[src/rtl/core/frp_pkg.sv]
// ----------------------------------------------------------------------------
// frp_pkg: shared types and constants for the FTP reply parser
// Byte codes, line limits, queue sizing, item and result records.
// ----------------------------------------------------------------------------
package frp_pkg;

  // longest line, counted in non-LF bytes; the LINE_CHARS-th byte is an error
  localparam int LINE_CHARS = 1024;
  localparam int POS_W      = $clog2(LINE_CHARS);
  localparam logic [POS_W-1:0] POS_LIMIT = POS_W'(LINE_CHARS - 1);

  localparam int CODE_W = 10;
  localparam int HELD_W = 11;
  localparam int EFF_W  = 3;
  localparam logic [EFF_W-1:0]  EFF_FULL = 3'd4;
  localparam logic [CODE_W-1:0] CODE_MIN = 10'd100;
  localparam logic [CODE_W-1:0] CODE_END = 10'd700;

  // stream widths
  localparam int S_TDATA_W = 8;
  localparam int M_TDATA_W = 40;
  localparam int M_TUSER_W = 2;
  localparam int PAD_W     = M_TDATA_W - (8 + HELD_W + 1 + CODE_W + 3);

  // queue between front and back
  localparam int QDEPTH = 4;
  localparam int QAW    = $clog2(QDEPTH);

  localparam logic [7:0] CH_NUL = 8'h00;
  localparam logic [7:0] CH_LF  = 8'h0A;
  localparam logic [7:0] CH_CR  = 8'h0D;
  localparam logic [7:0] CH_SP  = 8'h20;
  localparam logic [7:0] CH_HY  = 8'h2D;
  localparam logic [7:0] CH_0   = 8'h30;
  localparam logic [7:0] CH_9   = 8'h39;

  typedef enum logic {CMD_BYTE = 1'b0, CMD_CLOSE = 1'b1} cmd_t;

  typedef enum logic [1:0] {
    KIND_MSG  = 2'd0,
    KIND_DONE = 2'd1,
    KIND_ERR  = 2'd2
  } kind_t;

  typedef enum logic [2:0] {
    ERR_NONE     = 3'd0,
    ERR_SHORT    = 3'd1,
    ERR_DIGIT    = 3'd2,
    ERR_SEP      = 3'd3,
    ERR_RANGE    = 3'd4,
    ERR_MISMATCH = 3'd5,
    ERR_LONG     = 3'd6,
    ERR_CLOSED   = 3'd7
  } err_t;

  typedef enum logic {PH_FIRST = 1'b0, PH_MULTI = 1'b1} phase_t;

  typedef enum logic [1:0] {
    CLS_UNDECIDED = 2'd0,
    CLS_HEADER    = 2'd1,
    CLS_CONT      = 2'd2,
    CLS_END       = 2'd3
  } cls_t;

  typedef enum logic [1:0] {
    SEP_OTHER  = 2'd0,
    SEP_SPACE  = 2'd1,
    SEP_HYPHEN = 2'd2
  } sep_t;

  // classified input word
  typedef struct packed {
    cmd_t       cmd;
    logic [7:0] data;
    logic       is_lf;
    logic       is_cr;
    logic       is_nul;
    logic       is_space;
    logic       is_hyphen;
    logic       is_digit;
    logic [3:0] digit;
  } item_t;

  // one result word
  typedef struct packed {
    kind_t             kind;
    logic [7:0]        msg_byte;
    logic [HELD_W-1:0] held;
    logic              line_start;
    logic [CODE_W-1:0] code;
    err_t              err;
  } res_t;

endpackage

[src/rtl/core/ftp_reply_parser.sv]
// ----------------------------------------------------------------------------
// ftp_reply_parser: FTP control-channel reply framing
// Splits control bytes into lines, checks reply codes, streams message text.
// ----------------------------------------------------------------------------
//  channel  dir  tdata                         tuser     word
//  s_*      in   [7:0] rx_byte                 [0] cmd   one byte or a close
//  m_*      out  byte/held CRs/start/code/err  [1:0] kind text byte or verdict
//
//  One byte per cycle sustained while the output is accepted; each word is
//  classified into the queue, then the engine moves it to the output register.
//  Synchronous active-high reset clears the queue and all reply state.
//  A stalled output register halts only the engine; the front keeps taking
//  words until the four-entry queue fills.
// ----------------------------------------------------------------------------
module ftp_reply_parser (
  input  logic                            clk,
  input  logic                            rst,
  input  logic                            s_tvalid,
  output logic                            s_tready,
  input  logic [frp_pkg::S_TDATA_W-1:0]   s_tdata,  // [7:0] rx_byte
  input  logic                            s_tuser,  // [0] cmd (1 = stream closed)
  output logic                            m_tvalid,
  input  logic                            m_tready,
  // [7:0] msg_byte, [18:8] held_cr_count, [19] line_start,
  // [29:20] reply_code, [32:30] error_code, [39:33] zero
  output logic [frp_pkg::M_TDATA_W-1:0]   m_tdata,
  output logic [frp_pkg::M_TUSER_W-1:0]   m_tuser   // [1:0] kind
);
  import frp_pkg::*;

  logic  q_full;
  logic  q_empty;
  logic  push;
  logic  pop;
  item_t push_item;
  item_t pop_item;

  // front: handshake and character classification
  frp_front u_front (
    .s_tvalid  (s_tvalid),
    .s_tready  (s_tready),
    .s_tdata   (s_tdata),
    .s_tuser   (s_tuser),
    .q_full    (q_full),
    .push      (push),
    .push_item (push_item)
  );

  // decoupling queue
  frp_queue u_queue (
    .clk       (clk),
    .rst       (rst),
    .push      (push),
    .push_item (push_item),
    .full      (q_full),
    .pop       (pop),
    .pop_item  (pop_item),
    .empty     (q_empty)
  );

  // back: line/reply state and output register
  frp_back u_back (
    .clk      (clk),
    .rst      (rst),
    .pop_item (pop_item),
    .empty    (q_empty),
    .pop      (pop),
    .m_tvalid (m_tvalid),
    .m_tready (m_tready),
    .m_tdata  (m_tdata),
    .m_tuser  (m_tuser)
  );

endmodule

[src/rtl/core/frp_front.sv]
// ----------------------------------------------------------------------------
// frp_front: input side of the reply parser
// Takes stream words and tags each byte with its character class.
// ----------------------------------------------------------------------------
module frp_front (
  input  logic            s_tvalid,
  output logic            s_tready,
  input  logic [7:0]      s_tdata,   // [7:0] rx_byte
  input  logic            s_tuser,   // [0] cmd
  input  logic            q_full,
  output logic            push,
  output frp_pkg::item_t  push_item
);
  import frp_pkg::*;

  assign s_tready = !q_full;
  assign push     = s_tvalid && !q_full;

  always_comb begin
    push_item.cmd       = cmd_t'(s_tuser);
    push_item.data      = s_tdata;
    push_item.is_lf     = (s_tdata == CH_LF);
    push_item.is_cr     = (s_tdata == CH_CR);
    push_item.is_nul    = (s_tdata == CH_NUL);
    push_item.is_space  = (s_tdata == CH_SP);
    push_item.is_hyphen = (s_tdata == CH_HY);
    push_item.is_digit  = (s_tdata >= CH_0) && (s_tdata <= CH_9);
    // ASCII digits carry their value in the low nibble
    push_item.digit     = s_tdata[3:0];
  end

endmodule

[src/rtl/core/frp_queue.sv]
// ----------------------------------------------------------------------------
// frp_queue: short FIFO between front and back
// Holds classified bytes so either side can stall independently.
// ----------------------------------------------------------------------------
module frp_queue (
  input  logic            clk,
  input  logic            rst,
  input  logic            push,
  input  frp_pkg::item_t  push_item,
  output logic            full,
  input  logic            pop,
  output frp_pkg::item_t  pop_item,
  output logic            empty
);
  import frp_pkg::*;

  item_t          mem [QDEPTH];
  logic [QAW-1:0] wr_ptr;
  logic [QAW-1:0] rd_ptr;
  logic [QAW:0]   count;

  assign full     = (count == (QAW+1)'(QDEPTH));
  assign empty    = (count == '0);
  assign pop_item = mem[rd_ptr];

  always_ff @(posedge clk) begin
    if (push) begin
      mem[wr_ptr] <= push_item;
    end
  end

  always_ff @(posedge clk) begin
    if (rst) begin
      wr_ptr <= '0;
      rd_ptr <= '0;
      count  <= '0;
    end else begin
      if (push) wr_ptr <= wr_ptr + 1'b1;
      if (pop)  rd_ptr <= rd_ptr + 1'b1;
      unique case ({push, pop})
        2'b10:   count <= count + 1'b1;
        2'b01:   count <= count - 1'b1;
        default: count <= count;
      endcase
    end
  end

endmodule

[src/rtl/core/frp_back.sv]
// ----------------------------------------------------------------------------
// frp_back: reply framing engine and output register
// Tracks line and reply state, streams text, reports completion or error.
// ----------------------------------------------------------------------------
module frp_back (
  input  logic                            clk,
  input  logic                            rst,
  input  frp_pkg::item_t                  pop_item,
  input  logic                            empty,
  output logic                            pop,
  output logic                            m_tvalid,
  input  logic                            m_tready,
  output logic [frp_pkg::M_TDATA_W-1:0]   m_tdata,
  output logic [frp_pkg::M_TUSER_W-1:0]   m_tuser
);
  import frp_pkg::*;

  phase_t            phase, phase_next;
  cls_t              cls, cls_next;
  logic [POS_W-1:0]  pos, pos_next;
  logic [CODE_W-1:0] code, code_next;
  logic [CODE_W-1:0] first_code, first_code_next;
  logic [POS_W-1:0]  pend, pend_next;
  logic              nul_seen, nul_seen_next;
  logic              sep_due, sep_due_next;
  logic [EFF_W-1:0]  eff, eff_next;
  logic              bad, bad_next;
  sep_t              sep, sep_next;

  logic              out_valid;
  res_t              out_res;
  res_t              res;
  logic              res_valid;

  // line-end evaluation
  logic              fin_result;
  logic              fin_more;
  res_t              fin_res;
  logic              range_bad;
  cls_t              cls_new;
  logic              region;
  logic [CODE_W-1:0] code_x10;

  assign pop       = !empty && (!out_valid || m_tready);
  assign range_bad = (code < CODE_MIN) || (code >= CODE_END);
  assign code_x10  = (code << 3) + (code << 1);

  always_comb begin
    fin_res    = '{kind: KIND_ERR, msg_byte: '0, held: '0, line_start: 1'b0,
                   code: '0, err: ERR_NONE};
    fin_result = 1'b1;
    fin_more   = 1'b0;
    if (phase == PH_FIRST) begin
      priority if (eff < EFF_FULL)                           fin_res.err = ERR_SHORT;
      else if (bad)                                          fin_res.err = ERR_DIGIT;
      else if (sep != SEP_SPACE && sep != SEP_HYPHEN)        fin_res.err = ERR_SEP;
      else if (range_bad)                                    fin_res.err = ERR_RANGE;
      else if (sep == SEP_SPACE) begin
        fin_res.kind = KIND_DONE;
        fin_res.code = code;
      end else begin
        fin_result = 1'b0;
        fin_more   = 1'b1;
      end
    end else begin
      // an empty line reads as code zero
      priority if (eff == '0)                                fin_res.err = ERR_RANGE;
      else if (cls == CLS_CONT) begin
        fin_result = 1'b0;
        fin_more   = 1'b1;
      end
      else if (eff < EFF_FULL)                               fin_res.err = ERR_SHORT;
      else if (bad)                                          fin_res.err = ERR_DIGIT;
      else if (sep != SEP_SPACE)                             fin_res.err = ERR_SEP;
      else if (range_bad)                                    fin_res.err = ERR_RANGE;
      else if (code != first_code)                           fin_res.err = ERR_MISMATCH;
      else begin
        fin_res.kind = KIND_DONE;
        fin_res.code = first_code;
      end
    end
  end

  always_comb begin
    phase_next      = phase;
    cls_next        = cls;
    pos_next        = pos;
    code_next       = code;
    first_code_next = first_code;
    pend_next       = pend;
    nul_seen_next   = nul_seen;
    sep_due_next    = sep_due;
    eff_next        = eff;
    bad_next        = bad;
    sep_next        = sep;
    res             = '{kind: KIND_ERR, msg_byte: '0, held: '0, line_start: 1'b0,
                        code: '0, err: ERR_NONE};
    res_valid       = 1'b0;
    cls_new         = cls;
    region          = 1'b0;

    if (pop) begin
      if (pop_item.cmd == CMD_CLOSE || pop_item.is_lf || pos >= POS_LIMIT) begin
        // line ends here (or the reply dies): start a fresh line
        cls_next      = CLS_UNDECIDED;
        pos_next      = '0;
        code_next     = '0;
        pend_next     = '0;
        nul_seen_next = 1'b0;
        eff_next      = '0;
        bad_next      = 1'b0;
        sep_next      = SEP_OTHER;
        res_valid     = 1'b1;
        priority if (pop_item.cmd == CMD_CLOSE) begin
          res.err = ERR_CLOSED;
          if (pos != '0 && fin_result) res = fin_res;
        end else if (pop_item.is_lf) begin
          res       = fin_res;
          res_valid = fin_result;
        end else begin
          res.err = ERR_LONG;
        end
        if (res_valid) begin
          phase_next      = PH_FIRST;
          first_code_next = '0;
          sep_due_next    = 1'b0;
        end else if (fin_more) begin
          if (phase == PH_FIRST) first_code_next = code;
          phase_next   = PH_MULTI;
          sep_due_next = 1'b1;
        end
      end else begin
        pos_next = pos + 1'b1;
        if (pos == '0) begin
          if (phase == PH_FIRST)      cls_new = CLS_HEADER;
          else if (pop_item.is_space) cls_new = CLS_CONT;
          else                        cls_new = CLS_END;
        end
        cls_next = cls_new;
        if (!nul_seen) begin
          if (pop_item.is_nul) begin
            nul_seen_next = 1'b1;
          end else begin
            if (pos < POS_W'(3)) begin
              if (pop_item.is_digit) code_next = code_x10 + CODE_W'(pop_item.digit);
              else                   bad_next  = 1'b1;
            end else if (pos == POS_W'(3)) begin
              priority if (pop_item.is_space) sep_next = SEP_SPACE;
              else if (pop_item.is_hyphen)    sep_next = SEP_HYPHEN;
              else                            sep_next = SEP_OTHER;
            end
            if (!pop_item.is_cr) begin
              eff_next = (pos < POS_W'(3)) ? ({1'b0, pos[1:0]} + 3'd1) : EFF_FULL;
            end
            region = (cls_new == CLS_CONT) ? (pos >= POS_W'(1)) : (pos >= POS_W'(4));
            if (region) begin
              if (pop_item.is_cr) begin
                pend_next = pend + 1'b1;
              end else begin
                res_valid      = 1'b1;
                res.kind       = KIND_MSG;
                res.msg_byte   = pop_item.data;
                res.held       = HELD_W'(pend);
                res.line_start = sep_due;
                pend_next      = '0;
                sep_due_next   = 1'b0;
              end
            end
          end
        end
      end
    end
  end

  always_ff @(posedge clk) begin
    if (rst) begin
      phase      <= PH_FIRST;
      cls        <= CLS_UNDECIDED;
      pos        <= '0;
      code       <= '0;
      first_code <= '0;
      pend       <= '0;
      nul_seen   <= 1'b0;
      sep_due    <= 1'b0;
      eff        <= '0;
      bad        <= 1'b0;
      sep        <= SEP_OTHER;
      out_valid  <= 1'b0;
    end else begin
      phase      <= phase_next;
      cls        <= cls_next;
      pos        <= pos_next;
      code       <= code_next;
      first_code <= first_code_next;
      pend       <= pend_next;
      nul_seen   <= nul_seen_next;
      sep_due    <= sep_due_next;
      eff        <= eff_next;
      bad        <= bad_next;
      sep        <= sep_next;
      if (pop && res_valid) out_valid <= 1'b1;
      else if (m_tready)    out_valid <= 1'b0;
    end
  end

  always_ff @(posedge clk) begin
    if (pop && res_valid) out_res <= res;
  end

  assign m_tvalid = out_valid;
  assign m_tdata  = {{PAD_W{1'b0}}, out_res.err, out_res.code, out_res.line_start,
                     out_res.held, out_res.msg_byte};
  assign m_tuser  = out_res.kind;

  a_done_code: assert property (@(posedge clk) disable iff (rst)
    out_valid && out_res.kind == KIND_DONE |->
      out_res.code >= CODE_MIN && out_res.code < CODE_END)
    else $error("completion with code out of range");

  a_last_clears: assert property (@(posedge clk) disable iff (rst)
    pop && res_valid && res.kind != KIND_MSG |=> phase == PH_FIRST && pos == '0)
    else $error("reply state not cleared after last word");

  a_msg_drains: assert property (@(posedge clk) disable iff (rst)
    pop && res_valid && res.kind == KIND_MSG |=> pend == '0 && !sep_due)
    else $error("held CRs or separator survived a text byte");

  a_pos_bound: assert property (@(posedge clk) disable iff (rst)
    pos <= POS_LIMIT)
    else $error("line position past limit");

endmodule

[config.mk]
export PLATFORM = sky130hd
export DESIGN_NAME = ftp_reply_parser
export DESIGN_NICKNAME = d
export VERILOG_FILES = /design/src/rtl/core/frp_pkg.sv /design/src/rtl/core/ftp_reply_parser.sv /design/src/rtl/core/frp_front.sv /design/src/rtl/core/frp_queue.sv /design/src/rtl/core/frp_back.sv
export SDC_FILE = /design/constraint.sdc
export NUM_CORES = 1
export LEC_CHECK = 0
export ABC_AREA = 1
export ABC_CLOCK_PERIOD_IN_PS = 3200
export BUFFER_PORTS_ARGS = -buffer_cell sky130_fd_sc_hd__buf_2
export CAP_MARGIN = 20
export CORE_UTILIZATION = 60
export CTS_CLUSTER_SIZE = 16
export DETAILED_ROUTE_END_ITERATION = 8
export PLACE_DENSITY_LB_ADDON = 0.05
export SYNTH_ARGS = -nofsm -noshare
export SYNTH_HDL_FRONTEND = slang
export SYNTH_HIERARCHICAL = 1
export SYNTH_SLANG_ARGS = --single-unit
[constraint.sdc]
create_clock -name clk -period 3.2 [get_ports clk]
set_input_delay 0.32 -clock clk [delete_from_list [all_inputs] [get_ports clk]]
set_output_delay 0.32 -clock clk [all_outputs]
set_load 0.05 [all_outputs]
Word-level counts from Yosys, hierarchy flattened
Memory sizes are Yosys's and may differ from the RTL's. A register that Yosys moved wholly into a read port is not among the register bits.
Cells that the tools add are included.
{"block": "classes", "n_addsub": 9, "magnitude_cmp": 9, "reduce_logical": 34, "n_eq_ne": 21, "muxes": 126}
{"operator": "2-to-1 mux 10 bit", "count": 25}
{"operator": "2-to-1 mux 22 bit", "count": 5}
{"operator": "2-to-1 mux 35 bit", "count": 2}
{"operator": "2-to-1 mux 2 bit", "count": 27}
{"operator": "2-to-1 mux 3 bit", "count": 16}
{"operator": "2-to-1 mux 1 bit", "count": 47}
{"operator": "2-to-1 mux 32 bit", "count": 1}
{"operator": "2-to-1 mux 13 bit", "count": 2}
{"operator": "adder 10 x 1 -> 10 bit (second input constant)", "count": 2}
{"operator": "greater-or-equal comparator 10 bit (second input constant)", "count": 2}
{"operator": "== test 8 x 4 -> 1 bit (second input constant)", "count": 2}
{"operator": "== test 8 x 6 -> 1 bit (second input constant)", "count": 2}
{"operator": "AND reduction 5 bit", "count": 3}
{"operator": "nonzero test 2 bit", "count": 7}
{"operator": "AND reduction 4 bit", "count": 3}
{"operator": "adder 10 bit", "count": 1}
{"operator": "adder 10 x 4 -> 10 bit", "count": 1}
{"operator": "== test 10 x 2 -> 1 bit (second input constant)", "count": 1}
{"operator": "greater-or-equal comparator 10 x 1 -> 1 bit (second input constant)", "count": 1}
{"operator": "greater-or-equal comparator 10 x 3 -> 1 bit (second input constant)", "count": 1}
{"operator": "zero test 10 bit", "count": 1}
{"operator": "less-than comparator 10 x 2 -> 1 bit (second input constant)", "count": 1}
{"operator": "less-than comparator 10 x 7 -> 1 bit (second input constant)", "count": 1}
{"operator": "!= test 10 bit", "count": 1}
{"operator": "other kinds (23)", "count": 44}
{"block": "word_totals", "output_inout_bits": 44, "reg_bits": 94, "elab_cells": 221, "mem_count": 1, "mem_bits_rw": 76}
{"memory": "u_queue.mem", "words": 4, "width": 19, "read_ports": 1, "rd_ports_with_merged_regs": 1, "wr": 1, "line": "frp_queue.sv:17", "rtl": "item_t mem [QDEPTH];"}

Longest topological paths before layout
{"block": "depth", "ltp_word": 15, "depth_mapped": 16, "ltp_nobuf": 14}

Hierarchy
The synthesis kept the hierarchy.
{"mod": "frp_back", "seq_area_each_um2": 2062.0, "cells_per_inst": 670, "instances": 1, "area_per_inst_um2": 4998.5}
{"mod": "frp_queue", "seq_area_each_um2": 2462.4, "cells_per_inst": 242, "instances": 1, "area_per_inst_um2": 3300.7}
{"mod": "frp_front", "seq_area_each_um2": 0.0, "cells_per_inst": 41, "instances": 1, "area_per_inst_um2": 224.0}

Least setup slack after synthesis
Ideal clock, no wire load.
{"block": "synth_path", "path_type": "register to register", "from": "reg (tool-made name)", "to": "reg u_back.out_res, in the netlist u_back/m_tdata[0] (enable)", "stages_incl_launch_ff": 14, "required_ns": 2.811, "arrival_ns": 2.358, "setup_ns": 0.389, "period_less_slack_ns": 2.746, "setup_slack_ns": 0.454, "path_cell_list": "dfxtp_1 inv_2 buf_6 buf_8 nor2_1 o22ai_1 nor2_1 nand2_4 inv_4 nand2_4 nand2_4 nor2_2 nand3_1 inv_1"}
{"element": "end signal, assigned", "line": "frp_back.sv:207", "rtl": "if (pop && res_valid) out_res <= res;"}
{"element": "end, declared", "line": "frp_back.sv:31", "rtl": "res_t out_res;"}

==> impl_metrics.toml <==
[routing]
wl_per_cell_um = 14.8
drc = 0
wl_mm = 17.5
met3WireLength_um = 618
routed.top_layer = "met4"
dr_wl_met2_mm = 8.21
drt_first_pass_iters = 5
wl_met1_mm = 8.34
ant_nets = 0
vias_per_cell = 5.36
num_vias = 6357
drtIter0Drc = 510

[worst_setup_path]
critPathMaxFanout = 12
crit_arrival_ns = 3.16
critPathKind = "register to register"
end_kind = "register"
crit_required_ns = 3.56
critPathLaunchType = "register"

[logic_synthesis]
synthArstFlopShare_pct = 0
ys_ff_latch = 171
yosys.area.top_type = "edfxtp_1"
synth_edf_count = 110
yosysMostFrequentCell = "nand2_1"
ys_types = 46
netlist_area_um2 = 8520
synth.top_cell.area_share_pct = 38.8
netlist_top_cells_count = "nand2_1, nor2_1, edfxtp_1, inv_1, dfxtp_1"
avgSynthCellArea_um2 = 8.94
synth-main-ff-cell = "edfxtp_1"
synthCells = 953
ys_seq_area_share_pct = 53.1
yosysWarnings = 6
synth_area_leaders = "edfxtp_1, dfxtp_1, nand2_1"

[run_status]
status = "finished, final reports clean"

[clocking]
numCtsBuffers = 17
hold_buffers = 0
clk_latency_ns = 0.43
cts_tree = "done"
cts_sinks = 171
cts_setup_buffers = 0
cts_resized = 0
cts.clk_slew.worst_paths_ns = 0.07
clk_path_buf_depth = 2
clock_tree.root_cell = "clkbuf_16"
htreeDepth = 4

[grt]
grtUsageTotal_pct = 25.6
grt_pass1_vias = 5749
antenna_found_initial = 0
grt_overflow = 0
grt_max_degree = 39
grt_pass1_wl_mm = 28.6

[layout]
layout.core_utilization_pct = 67.4
final_nets = 1035
final_design_area_no_fill_um2 = 9360
antenna_cells = 0
drive_gt1_share_pct = 13.3
area_growth_pct = 9.81

[sta]
rsz0062_at_grt = "false"
slew_violations = 0
fmax_mhz = 356
period_needed_ns = 2.81
tightest_slew_ns = 0.886
setup_tns_ns = 0
relSlewSlack_pct = 40.8
holdWs_ns = 0.111
setup_viol = 0
fin_crit_sh_pct = 87.7
skew_ns = 0.0142
hold_violations = 0

[placement]
placed_area_um2 = 8770
place.gp.congestion = 0.857
io_buffers = 48
place_hpwl_mm = 11.9

[floorplan]
dieArea_um2 = 14700
dieHeight_um = 121
core_area_um2 = 13900
initial_utilization_pct = 61.4
rows = 43
io_pins = 57
dieWidth_um = 121

[power_and_ir_drop]
pwr_density_cell_nw_per_um2 = 970
p_leak_nw = 3.84
vdd_drop_max_mv = 0.530

[hold_path]
hp-class = "input pin to register"

[flow_run]
cap_violations = 0
[critical path, stage by stage, from the launching register on]
cell     delay, ns
dfxtp_1       0.53
inv_2         0.20
o21ai_0       0.12
o22ai_1       0.13
fa_1          0.58
inv_1         0.07
fa_1          0.40
inv_1         0.11
nand4_1       0.10
nand3_1       0.09
xor2_1        0.17
nand4_1       0.11
a21oi_1       0.13
[flip-flops by register name, indices dropped and copies added (netlist names), named ones only]
| register | cells |
|---|---|
| u_back/phase | 1 |
| u_back/m_tdata | 32 |
| u_back/sep_due | 1 |
| u_back/m_tvalid | 1 |
| u_back/cls | 2 |
| u_queue/rd_ptr | 2 |
| u_back/bad | 1 |
| u_back/first_code | 10 |
| u_back/sep | 2 |
| u_back/pos | 10 |
| u_back/pend | 10 |
| u_back/m_tuser | 2 |
| u_back/eff | 3 |
| u_queue/count | 3 |
| u_queue/wr_ptr | 2 |
| u_queue/mem | 76 |
| u_back/nul_seen | 1 |
| u_back/code | 10 |
[cells in the final DEF (no fill, tap or decap), types with 8 or more instances in the layout]
| cell type | count |
|---|---|
| conb_1 | 8 |
| buf_4 | 15 |
| nand4_1 | 13 |
| xnor2_1 | 8 |
| nor2_1 | 128 |
| nand2_1 | 175 |
| inv_2 | 9 |
| edfxtp_1 | 110 |
| nor3_1 | 17 |
| ha_1 | 26 |
| clkbuf_16 | 17 |
| nor2_2 | 8 |
| buf_2 | 48 |
| dfxtp_1 | 61 |
| o21ai_0 | 58 |
| nand3_1 | 55 |
| a21oi_1 | 59 |
| xor2_1 | 8 |
| inv_1 | 101 |
| o22ai_1 | 19 |
[through the flow]
stage | instances | worst slack [ns] | power [W]
floorplan | 960 | 0.454 | 0.00622
global placement | 1154 | 0.491 | 0.00704
detailed placement | 1154 | 0.404 | 0.00708
CTS | 1186 | 0.364 | 0.00912
global route | 1186 | 0.0792 | 0.00964
finish | 1186 | 0.393 | 0.00908
[final cells by class]
class | count | area [µm²]
fill | 1170 | 4520
clock inverter | 15 | 159
sequential | 171 | 4520
timing repair buffer | 63 | 353
multi-input combinational | 626 | 3240
tap | 180 | 225
inverter | 114 | 432
clock buffer | 17 | 425
[routing by layer]
layer  track usage (%)  vias to the layer above
li1                  -                     3221
met1              35.3                     2962
met2              40.4                      147
met3              4.18                       27
met4              10.6                        0
met5                 0                        -
[worst paths after layout]
check	slack [ns]	startpoint	cells after the start	end
worst max-delay path	0.39	register	12	u_back/code[8]
worst max register to register	0.39	register	12	u_back/code[8]
worst min register to register	0.47	u_back/cls[1]	2	u_back/cls[1]
worst min-delay path	0.11	s_tuser	1	u_queue/mem[0][18]
[power by group]
part           internal [W]  leakage [nW]  switching, W
clock network       0.00116         0.290      0.000873
registers           0.00292          1.52      0.000235
logic              0.000947          2.04       0.00294
total               0.00503          3.84       0.00405
[cell families (layout without fill, tap and decap cells)]
| group | Yosys count | in the layout | share of synthesized area (%) |
|---|---|---|---|
| compound gates | 149 | 149 | 9.42 |
| flops | 171 | 171 | 53.1 |
| xor+xnor | 16 | 16 | 1.64 |
| simple gates | 424 | 424 | 22.1 |
| buf+inv | 163 | 209 | 9.20 |
| fa+ha+maj | 29 | 29 | 4.52 |
| other cells | 1 | 8 | 0.0440 |
(Power assumes the default switching activity.)
